File: src/hdl/ultrasonic_echo_ranger_top_assert.svh
// Assertion macros for the echo ranger. Each check is clocked on clk and
// released while rst is high.
`ifndef ULTRASONIC_ECHO_RANGER_TOP_ASSERT_SVH
`define ULTRASONIC_ECHO_RANGER_TOP_ASSERT_SVH

`ifndef SYNTHESIS
// Consequent must hold in the same cycle as the antecedent
`define UER_ASSERT_SAME(lbl, ante, cons, msg) \
  lbl: assert property (@(posedge clk) disable iff (rst) (ante) |-> (cons)) \
    else $error(msg);
// Consequent must hold in the cycle after the antecedent
`define UER_ASSERT_NEXT(lbl, ante, cons, msg) \
  lbl: assert property (@(posedge clk) disable iff (rst) (ante) |=> (cons)) \
    else $error(msg);
`else
`define UER_ASSERT_SAME(lbl, ante, cons, msg)
`define UER_ASSERT_NEXT(lbl, ante, cons, msg)
`endif

`endif

File: src/hdl/uer_pkg.sv
package uer_pkg;

  // Measurement phases
  typedef enum logic [2:0] {
    PH_IDLE    = 3'd0,
    PH_SETTLE  = 3'd1,
    PH_TRIGGER = 3'd2,
    PH_LISTEN  = 3'd3,
    PH_PULSE   = 3'd4
  } phase_t;

  // Status codes of a finished measurement
  localparam logic [1:0] ST_MEASURED = 2'd0;
  localparam logic [1:0] ST_NO_ECHO  = 2'd1;
  localparam logic [1:0] ST_TOO_LONG = 2'd2;

  // Configuration register indexes
  localparam int unsigned CFG_IDX_W = 8;
  localparam logic [CFG_IDX_W-1:0] REG_SETTLE  = 8'd0;
  localparam logic [CFG_IDX_W-1:0] REG_TRIGGER = 8'd1;
  localparam logic [CFG_IDX_W-1:0] REG_LISTEN  = 8'd2;
  localparam logic [CFG_IDX_W-1:0] REG_SCALE   = 8'd3;

  // Reset values of the configuration registers
  localparam logic [15:0] SETTLE_RST  = 16'd2000;
  localparam logic [15:0] TRIGGER_RST = 16'd10000;
  localparam logic [15:0] LISTEN_RST  = 16'd30000;
  localparam logic [11:0] SCALE_RST   = 12'd1124;

  localparam int unsigned DIST_W = 20;
  localparam logic [DIST_W-1:0] DIST_MAX = '1;

  typedef struct packed {
    logic [15:0] settle_ticks;
    logic [15:0] trigger_ticks;
    logic [15:0] listen_limit;
    logic [11:0] scale_q16;
  } cfg_t;

  typedef struct packed {
    logic              trigger_level;
    logic              busy_res;
    logic              done_res;
    logic [1:0]        status;
    logic [DIST_W-1:0] distance;
  } res_t;

endpackage

File: src/hdl/uer_cfg.sv
module uer_cfg (
  input  logic                          clk,
  input  logic                          rst,
  input  logic                          cfg_valid,
  output logic                          cfg_ready,
  input  logic [uer_pkg::CFG_IDX_W-1:0] cfg_index,
  input  logic [15:0]                   cfg_data,
  output uer_pkg::cfg_t                 cfg
);
  import uer_pkg::*;

  // Writes are always taken
  assign cfg_ready = 1'b1;

  // Register file; unknown indexes are dropped
  always_ff @(posedge clk) begin
    if (rst) begin
      cfg.settle_ticks  <= SETTLE_RST;
      cfg.trigger_ticks <= TRIGGER_RST;
      cfg.listen_limit  <= LISTEN_RST;
      cfg.scale_q16     <= SCALE_RST;
    end else if (cfg_valid) begin
      case (cfg_index)
        REG_SETTLE:  cfg.settle_ticks  <= cfg_data;
        REG_TRIGGER: cfg.trigger_ticks <= cfg_data;
        REG_LISTEN:  cfg.listen_limit  <= cfg_data;
        REG_SCALE:   cfg.scale_q16     <= cfg_data[11:0];
        default: begin
        end
      endcase
    end
  end

endmodule

File: src/hdl/uer_core.sv
module uer_core #(
  parameter int unsigned COUNT_WIDTH = 16
) (
  input  logic          clk,
  input  logic          rst,
  input  logic          step,
  input  logic          start_request,
  input  logic          echo_level,
  input  uer_pkg::cfg_t cfg,
  output uer_pkg::res_t res
);
  import uer_pkg::*;

  localparam int unsigned CW    = COUNT_WIDTH;
  localparam int unsigned CMP_W = (CW > 16) ? CW : 16;
  localparam int unsigned PW    = CW + 12;
  localparam int unsigned SW    = (CW + 4 > DIST_W) ? CW + 4 : DIST_W + 1;

  phase_t            phase, phase_next, ent_phase;
  logic [CW-1:0]     phase_count, phase_count_next, ent_pc;
  logic [CW-1:0]     listen_count, listen_count_next, ent_lc;
  logic [CW-1:0]     pulse_count, pulse_count_next;
  logic [DIST_W-1:0] last_distance, last_distance_next;
  logic [1:0]        last_status, last_status_next;
  logic              trig, done;
  logic [PW-1:0]     prod;
  logic [SW-1:0]     scaled;
  logic [DIST_W-1:0] dist_calc;

  // A saturated counter counts as having reached any limit
  function automatic logic reached(input logic [CW-1:0] cnt, input logic [15:0] lim);
    reached = (CMP_W'(cnt) >= CMP_W'(lim)) || (cnt == {CW{1'b1}});
  endfunction

  function automatic logic [CW-1:0] bump(input logic [CW-1:0] cnt);
    bump = (cnt == {CW{1'b1}}) ? cnt : cnt + CW'(1);
  endfunction

  // Pulse length to distance, saturating at the field maximum
  always_comb begin
    prod      = PW'(pulse_count) * PW'(cfg.scale_q16);
    scaled    = SW'(prod[PW-1:8]);
    dist_calc = (scaled > SW'(DIST_MAX)) ? DIST_MAX : scaled[DIST_W-1:0];
  end

  // Phase entered this tick, with zero-length phases skipped
  always_comb begin
    ent_phase = phase;
    ent_pc    = phase_count;
    ent_lc    = listen_count;
    if (ent_phase == PH_IDLE && start_request) begin
      ent_phase = PH_SETTLE;
      ent_pc    = '0;
    end
    if (ent_phase == PH_SETTLE && reached(ent_pc, cfg.settle_ticks)) begin
      ent_phase = PH_TRIGGER;
      ent_pc    = '0;
    end
    if (ent_phase == PH_TRIGGER && reached(ent_pc, cfg.trigger_ticks)) begin
      ent_phase = PH_LISTEN;
      ent_pc    = '0;
      ent_lc    = '0;
    end
  end

  // Next state
  always_comb begin
    phase_next         = ent_phase;
    phase_count_next   = ent_pc;
    listen_count_next  = ent_lc;
    pulse_count_next   = pulse_count;
    last_status_next   = last_status;
    last_distance_next = last_distance;
    case (ent_phase)
      PH_IDLE: begin
      end
      PH_SETTLE, PH_TRIGGER: begin
        phase_count_next = bump(ent_pc);
      end
      PH_LISTEN: begin
        if (reached(ent_lc, cfg.listen_limit)) begin
          phase_next         = PH_IDLE;
          last_status_next   = ST_NO_ECHO;
          last_distance_next = '0;
        end else begin
          if (echo_level) begin
            phase_next       = PH_PULSE;
            pulse_count_next = CW'(1);
          end
          listen_count_next = bump(ent_lc);
        end
      end
      PH_PULSE: begin
        if (!echo_level) begin
          phase_next         = PH_IDLE;
          last_status_next   = ST_MEASURED;
          last_distance_next = dist_calc;
        end else if (reached(ent_lc, cfg.listen_limit)) begin
          phase_next         = PH_IDLE;
          last_status_next   = ST_TOO_LONG;
          last_distance_next = '0;
        end else begin
          pulse_count_next  = bump(pulse_count);
          listen_count_next = bump(ent_lc);
        end
      end
      default: begin
        phase_next = PH_IDLE;
      end
    endcase
  end

  // Outputs of this tick
  always_comb begin
    trig = 1'b0;
    done = 1'b0;
    case (ent_phase)
      PH_TRIGGER: trig = 1'b1;
      PH_LISTEN:  done = reached(ent_lc, cfg.listen_limit);
      PH_PULSE:   done = !echo_level || reached(ent_lc, cfg.listen_limit);
      default: begin
      end
    endcase
  end

  assign res.trigger_level = trig;
  assign res.busy_res      = (phase_next != PH_IDLE);
  assign res.done_res      = done;
  assign res.status        = last_status_next;
  assign res.distance      = last_distance_next;

  // Advance the state once per processed tick
  always_ff @(posedge clk) begin
    if (rst) begin
      phase         <= PH_IDLE;
      phase_count   <= '0;
      listen_count  <= '0;
      pulse_count   <= '0;
      last_status   <= ST_MEASURED;
      last_distance <= '0;
    end else if (step) begin
      phase         <= phase_next;
      phase_count   <= phase_count_next;
      listen_count  <= listen_count_next;
      pulse_count   <= pulse_count_next;
      last_status   <= last_status_next;
      last_distance <= last_distance_next;
    end
  end

endmodule

File: src/hdl/ultrasonic_echo_ranger_top.sv
// Ultrasonic echo ranger. Each input transfer is one microsecond tick carrying
// a start request and the sampled echo level; each tick yields exactly one
// result transfer with the trigger level, busy and done flags, and the status
// and distance (1/256 cm) of the last finished measurement. One tick is taken
// every clock cycle; a result goes through the input register, then the
// result register, and a stalled result port stalls the input only once both
// registers are full. Configuration must be written through the cfg port while
// no tick is in flight; the block does not enforce this. Writes are registered.
`include "ultrasonic_echo_ranger_top_assert.svh"

module ultrasonic_echo_ranger_top #(
  parameter int unsigned COUNT_WIDTH = 16
) (
  input  logic                          clk,
  input  logic                          rst,
  // s_tdata: [0] start_request, [1] echo_level, [7:2] zero
  input  logic                          s_tvalid,
  output logic                          s_tready,
  input  logic [7:0]                    s_tdata,
  // m_tdata: [0] trigger_level, [1] busy_res, [3:2] status, [23:4] distance
  output logic                          m_tvalid,
  input  logic                          m_tready,
  output logic [23:0]                   m_tdata,
  // m_tlast: done_res
  output logic                          m_tlast,
  input  logic                          cfg_valid,
  output logic                          cfg_ready,
  input  logic [uer_pkg::CFG_IDX_W-1:0] cfg_index,
  input  logic [15:0]                   cfg_data
);
  import uer_pkg::*;

  cfg_t cfg;
  res_t res_comb;
  res_t res_q;
  logic in_valid;
  logic in_start;
  logic in_echo;
  logic advance;
  logic step;

  assign advance  = !m_tvalid || m_tready;
  assign step     = in_valid && advance;
  assign s_tready = !in_valid || advance;

  uer_cfg u_cfg (
    .clk       (clk),
    .rst       (rst),
    .cfg_valid (cfg_valid),
    .cfg_ready (cfg_ready),
    .cfg_index (cfg_index),
    .cfg_data  (cfg_data),
    .cfg       (cfg)
  );

  uer_core #(
    .COUNT_WIDTH (COUNT_WIDTH)
  ) u_core (
    .clk           (clk),
    .rst           (rst),
    .step          (step),
    .start_request (in_start),
    .echo_level    (in_echo),
    .cfg           (cfg),
    .res           (res_comb)
  );

  // Input register: load on each accepted transfer
  always_ff @(posedge clk) begin
    if (rst) begin
      in_valid <= 1'b0;
    end else if (s_tready) begin
      in_valid <= s_tvalid;
    end
  end

  always_ff @(posedge clk) begin
    if (s_tvalid && s_tready) begin
      in_start <= s_tdata[0];
      in_echo  <= s_tdata[1];
    end
  end

  // Result register: hold while the consumer stalls
  always_ff @(posedge clk) begin
    if (rst) begin
      m_tvalid <= 1'b0;
    end else if (advance) begin
      m_tvalid <= in_valid;
    end
  end

  always_ff @(posedge clk) begin
    if (step) begin
      res_q <= res_comb;
    end
  end

  assign m_tdata = {res_q.distance, res_q.status, res_q.busy_res, res_q.trigger_level};
  assign m_tlast = res_q.done_res;

  `UER_ASSERT_SAME(a_done_not_busy, m_tvalid && m_tlast, !m_tdata[1],
    "finished measurement still reported busy")
  `UER_ASSERT_SAME(a_trig_busy, m_tvalid && m_tdata[0], m_tdata[1],
    "trigger driven while idle")
  `UER_ASSERT_SAME(a_status_code, m_tvalid,
    m_tdata[3:2] == ST_MEASURED || m_tdata[3:2] == ST_NO_ECHO ||
    m_tdata[3:2] == ST_TOO_LONG, "undefined status code")
  `UER_ASSERT_SAME(a_dist_status, m_tvalid && m_tdata[23:4] != '0,
    m_tdata[3:2] == ST_MEASURED, "distance reported with error status")
  `UER_ASSERT_NEXT(a_in_hold, in_valid && !advance, in_valid,
    "pending tick dropped during output stall")

endmodule
File: config.mk
export PLATFORM = sky130hd
export DESIGN_NAME = ultrasonic_echo_ranger_top
export DESIGN_NICKNAME = d
export VERILOG_FILES = /design/src/hdl/uer_pkg.sv /design/src/hdl/uer_cfg.sv /design/src/hdl/uer_core.sv /design/src/hdl/ultrasonic_echo_ranger_top.sv
export VERILOG_INCLUDE_DIRS = /design/src /design/src/hdl
export SDC_FILE = /design/constraint.sdc
export NUM_CORES = 1
export LEC_CHECK = 0
export ABC_AREA = 1
export BUFFER_PORTS_ARGS = -buffer_cell sky130_fd_sc_hd__buf_2
export CAP_MARGIN = 20
export CORE_AREA = 4 4 237 239
export DETAILED_ROUTE_END_ITERATION = 12
export DIE_AREA = 0 0 241 243
export PLACE_DENSITY = 0.5
export SYNTH_ARGS = -nofsm -noshare
export SYNTH_HDL_FRONTEND = slang
export SYNTH_SLANG_ARGS = --single-unit
export TNS_END_PERCENT = 20
File: constraint.sdc
create_clock -name clk -period 18.1 [get_ports clk]
set_input_delay 4.525 -clock clk [delete_from_list [all_inputs] [get_ports clk]]
set_output_delay 4.525 -clock clk [all_outputs]
set_load 0.02 [all_outputs]
==> impl_metrics.ini, run 1 <==
[sta]
slew_violations = 0
slew_headroom = 0.342
skew_ps = 15.2
finalCritPeriodShare = 0.534
tightest_slew_ps = 987
hold_violations = 0
max_freq_mhz = 103
tns_ps = 0
grt_setup_unrepaired = no
report.final.setup_viol = 0
fin_crit_ps = 9670

[clock_network]
postCtsSetupBuffers = 0
postCtsHoldBufs = 0
clock_sinks = 162
clock_path_buffers = 2
clkLatencyLatePin_ps = 450
path_clk_slew_ps = 70
ctsResizeCount = 0
tritoncts = built
clock-root-buffer = clkbuf_16
htree_levels = 4
cts_buffers = 17

[pwr]
ir_drop_mv = 0.0689
p_leak_uw = 0.00875
power_density_nw_per_um2 = 51.5
p_total_uw = 892

[setup_path]
crit_start = m_tready
r2r_cells = 39
reg2reg_to = m_tdata[2]
setup.worst_path.class = in2out
cp-start-kind = primary input
rrSetupSlack_ps = 10740
endpoint_kind = output port
r2r_start = in_start
path_max_fanout = 3
worstPathArrival_ps = 5140
cp.required_ps = 13570
critical_path.endpoint = s_tready

[detailed_routing]
final_antenna_net_count = 0
viasPerCell = 4.72
wl_per_cell_um = 15.0
routed_wl_mm = 43.7
drt_iter0_markers = 798
drt_first_pass_iters = 5
vias = 13700
drt_drc_violations_left = 0

[logic_synthesis]
synthFlopType = dfxtp_1
netlist_instances = 2221
synth_area_per_cell_sq_um = 7.22
syn-cell-area_sq_um = 16000
synth-seq-cells = 162
async_flop_share = 0
synth_nets = 2510
synth-edff-count = 27
synth_warnings = 0
ys_seq_area_frac = 0.219
synth_cell_types = 52

[cells_and_area]
final_cell_mix = 522 x nand2_1, 415 x inv_1, 159 x nor2_1, 153 x a21oi_1, 139 x fa_1
fill_cells = 5769
antenna_cells = 0
synthToLayoutAreaGrowth_pct = 8.14
ff_latch_area_sq_um = 3510
layout.nets = 2487
final_layout_size_suffix_gt1_frac = 0.0972
layout_commonest_cell = nand2_1
multi_input_area_sq_um = 10400

[floorplanning]
rows = 85
dieWidth_um = 241
fp.coreArea_sq_um = 53800
pin_count = 65
initial_core_util = 0.298
dieArea_sq_um = 58600
die_y_um = 243

[global_routing]
track_usage = 0.156
grt_max_degree = 89
grt_pass1_wl_mm = 73.8
antenna_found_initial = 0
grt_pass1_vias = 14100
grt_overflow = 0

[job]
cap_violations = 0

[placed_design]
numPortBuffers = 57
hpwl_mm = 32.9
gp_congestion = 0.863

[worst_hold_path]
hold_path_class = reg2reg

[status]
status = complete, no violations
registers in the layout, summed over array words and instances, names as in the netlist:
register / flops
in_valid: 1
u_cfg.cfg: 60
u_core.pulse_count: 16
m_tlast: 1
m_tdata: 24
m_tvalid: 1
in_start: 1
u_core.phase: 3
u_core.phase_count: 16
u_core.listen_count: 16
u_core.last_distance: 20
u_core.last_status: 2
in_echo: 1
area by class of cell:
| type | count | share of cell area |
|---|---|---|
| sequential | 162 | 0.203 |
| clock buffer | 20 | 0.0263 |
| multi-input combinational | 1514 | 0.598 |
| clock inverter | 12 | 0.00664 |
| inverter | 436 | 0.0949 |
| timing repair buffer | 67 | 0.0208 |
| tap | 696 | 0.0502 |
report_power, final:
group / switching, uW / internal, uW / total [uW]
sequential: 9.85 / 380 / 390
clock: 173 / 189 / 362
combinational: 99.3 / 41.1 / 140
through the flow:
step                      area (sq um)  utilization  std cells  hold slack (ps)  setup slack, ps
final                            17300        0.322       2907              462             8430
after global routing             17300        0.322       2907              488             8340
after CTS                        17300        0.322       2907              464             8370
after detailed placement         16800        0.312       2875              453             8370
after global placement           16800        0.312       2875              446             8380
after floorplan                  16000            -       2221              435             8800
worst max-delay path, stage by stage:
cell and delay [ps]:
buf_2 130, inv_1 70, nand3_1 190, buf_2 230
cells by family (layout without fill, tap and decap cells):
family / after synthesis / in the layout / synth area share
AND/OR/NAND/NOR: 934 / 934 / 0.268
buffers and inverters: 545 / 535 / 0.134
AO/OA/AOI/OAI: 303 / 303 / 0.104
adder cells (fa/ha/maj): 252 / 252 / 0.262
flip-flops: 162 / 162 / 0.219
XOR/XNOR: 24 / 24 / 0.0131
other: 1 / 1 / 0.000234
how the worst min path moves through the flow:
stage / startpoint / end / slack (ps) / cells past startpoint
global placement: u_cfg.cfg[34] / u_cfg.cfg[34] / 450 / 2
detailed placement: u_cfg.cfg[39] / u_cfg.cfg[39] / 450 / 2
global route: u_cfg.cfg[49] / u_cfg.cfg[49] / 490 / 2
CTS: u_cfg.cfg[39] / u_cfg.cfg[39] / 460 / 2
floorplan: u_cfg.cfg[13] / u_cfg.cfg[13] / 440 / 2
finish: u_cfg.cfg[31] / u_cfg.cfg[31] / 460 / 2
cell usage after synthesis (3+ instances only):
| master | number | area (sq um) |
|---|---|---|
| nor2_4 | 6 | 67.6 |
| o21bai_1 | 4 | 30.0 |
| nand3_2 | 34 | 340 |
| buf_6 | 7 | 78.8 |
| ha_1 | 113 | 1410 |
| nand2_2 | 9 | 56.3 |
| o21ai_1 | 12 | 60.1 |
| nand3b_1 | 5 | 37.5 |
| nand2_4 | 7 | 78.8 |
| fa_1 | 139 | 2780 |
| nor4_1 | 9 | 56.3 |
| buf_1 | 4 | 15.0 |
| o21ai_0 | 85 | 425 |
| nor3_1 | 19 | 95.1 |
| clkbuf_1 | 87 | 327 |
| o211ai_1 | 30 | 225 |
| nor2_1 | 159 | 597 |
| edfxtp_1 | 27 | 811 |
| xnor2_1 | 6 | 52.6 |
| nand3_4 | 3 | 52.6 |
| xor2_1 | 18 | 158 |
| nand2_1 | 522 | 1960 |
| nor2_2 | 14 | 87.6 |
| a21oi_1 | 153 | 766 |
| buf_2 | 7 | 35.0 |
| inv_1 | 415 | 1560 |
| a21oi_2 | 9 | 78.8 |
| or2_2 | 5 | 31.3 |
| a31oi_1 | 3 | 18.8 |
| inv_2 | 17 | 63.8 |
| dfxtp_1 | 135 | 2700 |
| nand4_1 | 17 | 106 |
| nand3_1 | 116 | 581 |
metal layers:
| metal | wire length, um | vias to the layer above | share of wire | GRT usage |
|---|---|---|---|---|
| li1 | - | 6850 | - | - |
| met5 | 0 | - | 0 | 0 |
| met1 | 19900 | 6591 | 0.45 | 0.205 |
| met2 | 21200 | 239 | 0.48 | 0.269 |
| met4 | 1040 | 0 | 0.024 | 0.0432 |
| met3 | 1600 | 54 | 0.037 | 0.0224 |
Note: power is estimated with default switching activity, not from simulation.
==> inputs of run 2 (changes only) <==
==> constraint.sdc (replaced) <==
create_clock -name clk -period 10.15 [get_ports clk]
set_input_delay 2.5375 -clock clk [delete_from_list [all_inputs] [get_ports clk]]
set_output_delay 2.5375 -clock clk [all_outputs]
set_load 0.02 [all_outputs]
==> run 2 against run 1 <==
Combinational power is 77% higher; highest routed layer unchanged; first-iteration DRC count is 6.6% lower; utilization is 0.081 points higher; clock skew hardly changed; sequential share of layout area is 0.051 points lower; count of clock-buffer cells in the layout is 1 lower; sequential power is 78% higher; global-route usage is 0.14 points lower; largest power group is now clock; cell count hardly changed; via count hardly changed; register-to-register slack worse by 7800 ps.
==> impl_metrics.ini, run 2 (synthesized netlist as in run 1, its figures left out) <==
[placed_design]
place_area_sq_um = 16800
hpwl_mm = 32.8
gp_congestion = 0.853
numPortBuffers = 57
pre_cts_ws_ps = 2880
place_inst = 2874

[pwr]
power_density_nw_per_um2 = 95.1
p_leak_uw = 0.00878
ir_drop_mv = 0.111

[global_routing]
grt_pass1_wl_mm = 72.8
grt_overflow = 0
track_usage = 0.155
grt_max_degree = 89
antenna_found_initial = 0
grt_pass1_vias = 14100

[sta]
finalCritPeriodShare = 0.713
grt_setup_unrepaired = no
skew_ps = 15.5
hold_violations = 0
tns_ps = 0
worst_slack_ps = 2910
report.final.setup_viol = 0
max_freq_mhz = 138
tightest_slew_ps = 1020
fin_crit_ps = 7240
slew_violations = 0
slew_headroom = 0.322

[cells_and_area]
layout_commonest_cell = nand2_1
fin_area_sq_um = 17400
top_register = u_cfg.cfg
antenna_cells = 0
synthToLayoutAreaGrowth_pct = 8.41
fill_cells = 5774
final_cell_mix = 522 x nand2_1, 415 x inv_1, 159 x nor2_1, 153 x a21oi_1, 139 x fa_1
final_layout_size_suffix_gt1_frac = 0.0969
largest_reg_flops = 60
stdcell_count = 2905
layout.nets = 2486

[detailed_routing]
vias = 13700
routed_wl_mm = 43.5
drt_first_pass_iters = 8
viasPerCell = 4.73
drt_iter0_markers = 745
wl_per_cell_um = 15.0
final_antenna_net_count = 0
drt_drc_violations_left = 0

[clock_network]
tritoncts = built
path_clk_slew_ps = 70
clock_path_buffers = 2
htree_levels = 4
ctsResizeCount = 0
postCtsSetupBuffers = 0
clock_sinks = 162
cts_buffers = 17
clock-root-buffer = clkbuf_16
postCtsHoldBufs = 0
clkLatencyLatePin_ps = 480

[floorplanning]
fp.coreArea_sq_um = 53800
dieWidth_um = 241
die_y_um = 243
dieArea_sq_um = 58600
pin_count = 65
initial_core_util = 0.298
rows = 85

[setup_path]
cp.required_ps = 10380
worstPathArrival_ps = 7460
endpoint_kind = flip-flop
cp-start-kind = flip-flop
path_buf_inv = 7
path_max_fanout = 39
critical_path.top_delay_family = simple AND/OR/NAND/NOR gates
slowest_stage = nand2_2
setup.worst_path.class = reg2reg
slowest_delay_ps = 530

[status]
status = complete, no violations

[worst_hold_path]
hold_path_class = reg2reg

[job]
cap_violations = 0
run 2: cell types whose count changed in the layout (fill, tap and decap cells not counted):
| cell | delta |
|---|---|
| clkbuf_8 | -1 |
| buf_4 | -1 |
| clkbuf_16 | +1 |
| clkinvlp_4 | -2 |
| clkinv_4 | -1 |
| bufinv_16 | +2 |
| clkbuf_1 | -1 |
| inv_6 | +1 |
| inv_4 | -1 |
| clkinv_2 | +1 |
run 2: where the power goes:
part           leakage [uW]  internal [uW]  switching [uW]
combinational       0.00712           73.2             175
sequential          0.00135            678            17.9
clock              0.000308            392             316
total               0.00878           1140             510
run 2: final timing paths:
path / cells past startpoint / to / startpoint / slack [ps]
max: 41 / m_tdata[2] / in_start / 2910
min: 2 / u_cfg.cfg[31] / u_cfg.cfg[31] / 460
max reg2reg: 41 / m_tdata[2] / in_start / 2910
min reg2reg: 2 / u_cfg.cfg[31] / u_cfg.cfg[31] / 460
run 2: cell type report:
cell class,count,area (sq um),area share
Multi-Input combinational cell,1514,10400,0.597
Sequential cell,162,3510,0.202
Inverter,436,1650,0.0947
Tap cell,696,871,0.0501
Clock buffer,19,464,0.0267
Timing Repair Buffer,66,353,0.0203
Clock inverter,12,159,0.00914
run 2: stage by stage:
stage	hold slack (ps)	utilization	power, uW
finish	464	0.323	1650
global route	483	0.323	1730
CTS	466	0.323	1680
detailed placement	454	0.311	960
global placement	446	0.311	956
floorplan	435	-	889
run 2: worst min-delay path, stage by stage (launching register included):
cell and delay, ps:
dfxtp_1 300, inv_1 60, a21oi_1 60
run 2: per-layer routing:
layer,wire length (um),up-vias,track usage
li1,-,6863,-
met1,20200,6592,0.199
met2,20900,207,0.267
met3,1220,73,0.0203
met4,1250,0,0.0550
met5,0,-,0
==> inputs of run 3 (changes only) <==
==> constraint.sdc (replaced) <==
create_clock -name clk -period 7.18 [get_ports clk]
set_input_delay 1.795 -clock clk [delete_from_list [all_inputs] [get_ports clk]]
set_output_delay 1.795 -clock clk [all_outputs]
set_load 0.02 [all_outputs]
==> run 3 against run 2 <==
Via count up 0.63%; highest routed layer unchanged; setup slack worse by 2300 ps; register-to-register slack worse by 2300 ps.
==> impl_metrics.ini, run 3 (synthesized netlist as in run 1, its figures left out) <==
[floorplanning]
fp.coreArea_sq_um = 53800
initial_core_util = 0.298
die_y_um = 243
dieWidth_um = 241
dieArea_sq_um = 58600
pin_count = 65
rows = 85

[sta]
slew_violations = 0
grt_setup_unrepaired = no
report.final.setup_viol = 0
slew_headroom = 0.344
skew_ps = 12.6
whs_ps = 466
finalCritPeriodShare = 0.921
fin_crit_ps = 6620
tightest_slew_ps = 985
hold_violations = 0
max_freq_mhz = 151
tns_ps = 0

[clock_network]
clock_path_buffers = 2
cts_buffers = 17
htree_levels = 4
tritoncts = built
clkLatencyLatePin_ps = 460
clock-root-buffer = clkbuf_16
clock_sinks = 162
ctsResizeCount = 0
path_clk_slew_ps = 70

[detailed_routing]
viasPerCell = 4.73
vias = 13800
routed_wl_mm = 43.9
drt_drc_violations_left = 0
drt_iter0_markers = 768
wl_per_cell_um = 15.0
final_antenna_net_count = 0
drt_first_pass_iters = 5

[cells_and_area]
ff_latch_area_sq_um = 3510
multi_input_area_sq_um = 10400
final_layout_size_suffix_gt1_frac = 0.103
stdcell_count = 2922
top_register = u_cfg.cfg
antenna_cells = 0
largest_reg_flops = 60
layout.nets = 2502
final_cell_mix = 522 x nand2_1, 415 x inv_1, 159 x nor2_1, 153 x a21oi_1, 139 x fa_1
synthToLayoutAreaGrowth_pct = 9.09
fin_area_sq_um = 17500
fill_cells = 5814
final_core_util = 0.325
layout_commonest_cell = nand2_1

[pwr]
power_density_nw_per_um2 = 130
ir_drop_mv = 0.169
p_leak_uw = 0.00885

[setup_path]
reg2reg_to = u_core.listen_count[1]
path_max_fanout = 21
slowest_stage = edfxtp_1
r2r_start = in_start
cp-start-kind = flip-flop
slowest_delay_ps = 360
setup.worst_path.class = reg2reg
worstPathArrival_ps = 6920
cpMostUsedCell = nand2_1
r2r_cells = 46
cp.required_ps = 7480
endpoint_kind = flip-flop
rrSetupSlack_ps = 560

[worst_hold_path]
min_to = u_cfg.cfg[49]
hold-path-cell-count = 2
hold_path_class = reg2reg
min_from = u_cfg.cfg[49]

[placed_design]
place_area_sq_um = 16900
place_inst = 2889
gp_congestion = 0.878
numPortBuffers = 57
hpwl_mm = 33.3

[status]
status = complete, no violations

[global_routing]
track_usage = 0.155
grt_pass1_wl_mm = 73.5
grt_overflow = 0
antenna_found_initial = 1
grt_max_degree = 89
grt_pass1_vias = 14200

[job]
cap_violations = 0
## run 3: changes by cell type in the layout (fill, tap and decap cells not counted)
cell | before | now
inv_8 | 3 | 2
buf_4 | 9 | 23
clkinv_2 | 2 | 1
clkbuf_8 | 1 | 0
inv_4 | 1 | 3
clkinv_4 | 1 | 2
clkbuf_1 | 0 | 2
bufinv_16 | 2 | 0
buf_12 | 0 | 2
clkbuf_16 | 18 | 19
## run 3: worst max-delay path, delay by kind of cell, from the launching register on
kind,cells,cell delay [ps]
simple gates,29,3280
buf+inv,8,1320
fa+ha+maj,3,840
compound gates,6,620
flops,1,360
## run 3: metal layers
metal  track usage  share of wire  vias up
met1         0.201           0.45     6648
li1              -              -     6880
met5             0              0        -
met2         0.268           0.49      249
met3        0.0220          0.035       45
met4        0.0437          0.021        0
## run 3: how the worst max path moves through the flow
stage | from | to | slack [ps] | depth (start not counted)
global route | in_start | u_core.listen_count[1] | 10 | 44
floorplan | u_core.phase[0] | u_core.pulse_count[0] | 1170 | 50
finish | in_start | u_core.listen_count[1] | 560 | 46
global placement | in_start | u_core.pulse_count[1] | 440 | 43
CTS | in_start | u_core.pulse_count[1] | 400 | 43
detailed placement | in_start | u_core.pulse_count[1] | 420 | 43
## run 3: timing repair
action                                  CTS  global route
endpoints found under the setup margin    0             4
hold endpoints to repair                  0             0
buffers inserted                          0             1
hold buffers                              0             0
## run 3: through the flow
| stage | setup slack, ps | power [uW] |
|---|---|---|
| global route | 14.4 | 2390 |
| floorplan | 1170 | 1260 |
| global placement | 444 | 1350 |
| CTS | 399 | 2310 |
| detailed placement | 425 | 1360 |
| finish | 565 | 2270 |
## run 3: layout make-up
class / instances / area share
flip-flops and latches: 162 / 0.201
clock buffers: 21 / 0.0276
multi-input cells: 1514 / 0.593
inverters: 436 / 0.0941
clock inverters: 11 / 0.00594
well taps: 696 / 0.0498
repair buffers: 82 / 0.0285
## run 3: power breakdown
part | total [uW] | internal, uW | switching [uW]
combinational | 354 | 106 | 248
clock | 937 | 498 | 439
sequential | 983 | 959 | 24.5
total | 2270 | 1560 | 711
